[src/pbfs_pkg.sv]
// Package for the packed bit field store.
// Holds field widths, the request mode codes, register indexes and reset values.
// Used by every module of the block; depends on nothing.
package pbfs_pkg;

	localparam int WORD_BITS = 64;
	localparam int OFF_W = $clog2(WORD_BITS);
	localparam int STORE_WORDS_DEF = 64;

	localparam int MODE_W = 3;
	localparam int IDX_W = 12;
	localparam int FW_W = 7;
	localparam int VS_W = 13;
	localparam int RW_W = 7;
	localparam int POS_W = IDX_W + RW_W;
	localparam int CFG_IDX_W = 1;
	localparam int CFG_DATA_W = VS_W;

	localparam logic [CFG_IDX_W-1:0] REG_VECTOR_SIZE = 1'd0;
	localparam logic [CFG_IDX_W-1:0] REG_RECORD_WIDTH = 1'd1;

	localparam logic [VS_W-1:0] VECTOR_SIZE_RESET = 13'd4096;
	localparam logic [RW_W-1:0] RECORD_WIDTH_RESET = 7'd0;

	typedef enum logic [MODE_W-1:0] {
		MODE_SET          = 3'd0,
		MODE_CLEAR        = 3'd1,
		MODE_TEST         = 3'd2,
		MODE_READ_FIELD   = 3'd3,
		MODE_WRITE_FIELD  = 3'd4,
		MODE_READ_RECORD  = 3'd5,
		MODE_WRITE_RECORD = 3'd6
	} mode_t;

	typedef enum logic [2:0] {
		ST_CLEAR,
		ST_IDLE,
		ST_CALC,
		ST_READ,
		ST_EXEC
	} state_t;

endpackage

[src/pbfs_bank.sv]
// One bank of the word store: a synchronous memory with one write port and
// one registered read port. Depends on pbfs_pkg for the word width.
module pbfs_bank #(
	parameter int DEPTH = pbfs_pkg::STORE_WORDS_DEF / 2,
	parameter int ADDR_W = $clog2(pbfs_pkg::STORE_WORDS_DEF / 2)
) (
	input  logic                           clk,
	input  logic                           we,
	input  logic [ADDR_W-1:0]              waddr,
	input  logic [pbfs_pkg::WORD_BITS-1:0] wdata,
	input  logic                           re,
	input  logic [ADDR_W-1:0]              raddr,
	output logic [pbfs_pkg::WORD_BITS-1:0] rdata
);

	logic [pbfs_pkg::WORD_BITS-1:0] mem [DEPTH];
	logic [pbfs_pkg::WORD_BITS-1:0] rdata_q;

	always_ff @(posedge clk) begin
		if (we) begin
			mem[waddr] <= wdata;
		end
		if (re) begin
			rdata_q <= mem[raddr];
		end
	end

	assign rdata = rdata_q;

endmodule

[config.mk]
export PLATFORM = sky130hd
export DESIGN_NAME = pbfs_bank
export DESIGN_NICKNAME = d
export VERILOG_FILES = /design/src/pbfs_pkg.sv /design/src/pbfs_bank.sv
export SDC_FILE = /design/constraint.sdc
export NUM_CORES = 2
export LEC_CHECK = 0
export ABC_AREA = 1
export BUFFER_PORTS_ARGS = -buffer_cell sky130_fd_sc_hd__buf_2
export CAP_MARGIN = 15
export CORE_MARGIN = 10
export CORE_UTILIZATION = 55
export DETAILED_ROUTE_END_ITERATION = 6
export PLACE_DENSITY = 0.81
export REMOVE_ABC_BUFFERS = 1
export SYNTH_ARGS = -nofsm -noshare
export SYNTH_HDL_FRONTEND = slang
export SYNTH_SLANG_ARGS = --single-unit
[constraint.sdc]
create_clock -name clk -period 5.5 [get_ports clk]
set_clock_uncertainty 0.2 [all_clocks]
set_input_delay 0.55 -clock clk [delete_from_list [all_inputs] [get_ports clk]]
set_output_delay 0.55 -clock clk [all_outputs]
set_load 0.02 [all_outputs]
==> impl_metrics.csv <==
group,metric,value,unit
setup_path,critPathCaptureType,"flop",
setup_path,reg2regPathDepth,8,
detailed_routing,postRouteAntennaNets,0,
layout,fillers,10600,
global_route,grt_pass1_vias,53800,
floorplan,start_util,55.2,%
synth,syn_area,0.0836,mm^2
setup_path,worst-setup-path-type,"primary input to flop",
floorplan,die_y,410,um
floorplan,boundaryPins,141,
layout,nNetsFinal,6881,
cts,cts.clk_slew.worst_paths,0.06,ns
floorplan,placeableCoreArea,0.152,mm^2
cts,postCtsSetupBuffers,0,
layout,register_area,0.0634,mm^2
cts,cts_resized,0,
synth,synth.area.top_cells,"edfxtp_1 76%, nand3_1 11%, nand2_1 11%, buf_2 1.6%, clkbuf_1 0.37%",
global_route,gr-total-overflow,0,
synth,yosys.area.top_type,"edfxtp_1",
worst_hold_path,holdPathEnd,"mem[6][2]",
timing,setup_viol,0,
setup_path,critPathArrivalTime,3.09,ns
power_and_ir_drop,power.density,355,mW/mm^2
cts,cts_tree,"built",
cts,cts_inserted_buffers,191,
setup_path,crit_required,5.77,ns
synth,synthDistinctLibCells,12,
cts,cts_root_buf,"clkbuf_16",
detailed_routing,wl_per_cell,24.7,um
worst_hold_path,min_delay_path_depth,1,
cts,cts_sinks,2112,
detailed_routing,drt-initial-drc-count,9124,
cts,h-tree-depth,4,
worst_hold_path,hold_start,"wdata[2]",
timing,rsz0062_at_grt,"no",
setup_path,cp_slowest_cell,"nor2_4",
layout,syn2layout_area_growth,11.0,%
detailed_routing,drtPass1Iterations,7,
placed_design,routabilityCongestion,0.824,
detailed_routing,dr_wl_met2,106000,um
timing,maxSlewViolCount,0,
detailed_routing,num_vias,55500,
placed_design,dp_hpwl,109000,um
outcome,violations,"DRC",
global_route,antenna_found_initial,13,
detailed_routing,wl_met1,78400,um
synth,yosysWarningCount,0,
cts,cts_max_path_buffers,3,
global_route,grt_pass1_wl,332000,um
timing,holdWs,0.0425,ns
synth,netlist_instances,6768,
job,drv_cap,0,
detailed_routing,wl_met3,27700,um
outcome,status,"finished, violations left",
cts,ctsHoldBuffers,43,
synth,synth_top_area_share,75.8,%
detailed_routing,wl,222000,um
placed_design,place_inst,8597,
floorplan,die_x,410,um
setup_path,max_stage_delay,1.15,ns
power_and_ir_drop,leakage,32.8,nW
setup_path,reg2reg_from,"mem[15][21]",
setup_path,crit_path_cell_trace,"buf_2 -> nand3_1 -> nor2_4 -> buf_12",
layout,drive_above_1_share,7.57,%
timing,relSlewSlack,21.1,%
timing,hold_viol,0,
timing,fin_crit_sh,51.3,%
synth,ys_seq_area_share,75.8,%
synth,syn_area_per_cell,12.4,um^2
setup_path,reg2reg_to,"rdata[21]",
setup_path,start_kind,"primary input",
setup_path,r2r_slack,3.80,ns
layout,multiInputGateArea,0.0183,mm^2
detailed_routing,viasPerCell,6.17,
global_route,track_usage,25.7,%
timing,worst_slew_pin_slew,1.18,ns
synth,ys_ff_latch,2112,
floorplan,rows,143,
worst_hold_path,hold_path_class,"primary input to flop",
setup_path,cp_max_fo,45,
placed_design,portBuffers,140,
floorplan,die_area,0.168,mm^2
power_and_ir_drop,ir_drop,0.000314,V
layout,fin_cells,8996,
timing,post-route-min-period,2.82,ns
global_route,grt_max_degree,254,
detailed_routing,highest_layer,"met5",
cts,insertion_delay,0.85,ns
detailed_routing,route.detailed.drc,1,
timing,timing.fmax,0.355,GHz
kinds of logic (layout without fill, tap and decap cells):
kind of cell	after synthesis	after routing	share of synthesized area, %
buffers and inverters	448	643	2.59
DFF	2112	2112	75.8
and+or+nand+nor	4208	4208	21.6
other	0	3	0
registers in the layout, summed over array words and instances (netlist names):
register	flops
mem	2048
rdata	64
critical path: cells and delay by family:
family / cells / cell delay (ns)
AND/OR/NAND/NOR: 2 / 1.84
buffers and inverters: 2 / 0.63
report_power, final:
group	internal (mW)	switching, mW	total [mW]
Sequential	18.0	0.0742	18.0
Combinational	0.495	1.49	1.99
Clock	7.10	5.87	13.0
final cells by class:
cell class	instances	share of cell area [%]
multi-input cells	4208	19.7
clock inverters	120	1.16
diodes	3	0.00809
clock buffers	232	5.34
repair buffers	281	2.64
inverters	10	0.0822
well taps	2030	2.74
flip-flops and latches	2112	68.3
Yosys cell counts:
cell	n
buf_1	49
nand3_1	1800
inv_1	7
buf_2	275
buf_4	28
clkbuf_1	82
nand2_1	2376
inv_2	2
edfxtp_1	2112
nor2_1	32
buf_6	4
inv_4	1
worst max-delay path by stage:
stage	from	endpoint	slack [ns]	cells past startpoint
after floorplan	raddr[0]	rdata[17]	-0.81	9
after global placement	waddr[0]	mem[19][15]	2.07	4
after detailed placement	waddr[0]	mem[19][15]	1.97	4
after CTS	waddr[0]	mem[19][24]	2.87	4
after global routing	raddr[0]	rdata[27]	2.66	11
final	waddr[0]	mem[19][0]	2.68	4
cells in the final DEF (no fill, tap or decap), types with 7 or more instances in the layout:
| cell type | n |
|---|---|
| bufinv_16 | 14 |
| edfxtp_1 | 2112 |
| nand3_1 | 1800 |
| clkbuf_16 | 192 |
| buf_12 | 42 |
| inv_16 | 7 |
| clkinv_2 | 25 |
| nand2_1 | 2376 |
| nor2_4 | 32 |
| buf_2 | 134 |
| dlygate4sd3_1 | 43 |
| buf_4 | 57 |
| clkinv_1 | 60 |
| clkbuf_1 | 40 |
metrics by stage:
| step | TNS [ns] | worst slack (ns) | util [%] | instance area [um^2] | total power, mW |
|---|---|---|---|---|---|
| after floorplan | -47.14 | -0.806 | - | 81500 | 19.4 |
| after global placement | 0 | 2.07 | 57.0 | 86300 | 20.2 |
| after detailed placement | 0 | 1.97 | 57.0 | 86300 | 20.3 |
| after CTS | 0 | 2.87 | 61.2 | 92800 | 33.0 |
| after global routing | 0 | 2.66 | 61.2 | 92800 | 33.8 |
| final | 0 | 2.68 | 61.2 | 92800 | 33.0 |
per-layer routing:
| layer | track usage (%) | vias to the layer above |
|---|---|---|
| met5 | 0 | - |
| met4 | 11.6 | 18 |
| met3 | 5.38 | 745 |
| met2 | 41.2 | 4162 |
| met1 | 34.0 | 26500 |
| li1 | - | 24100 |
Note: power is estimated with default switching activity, not from simulation.
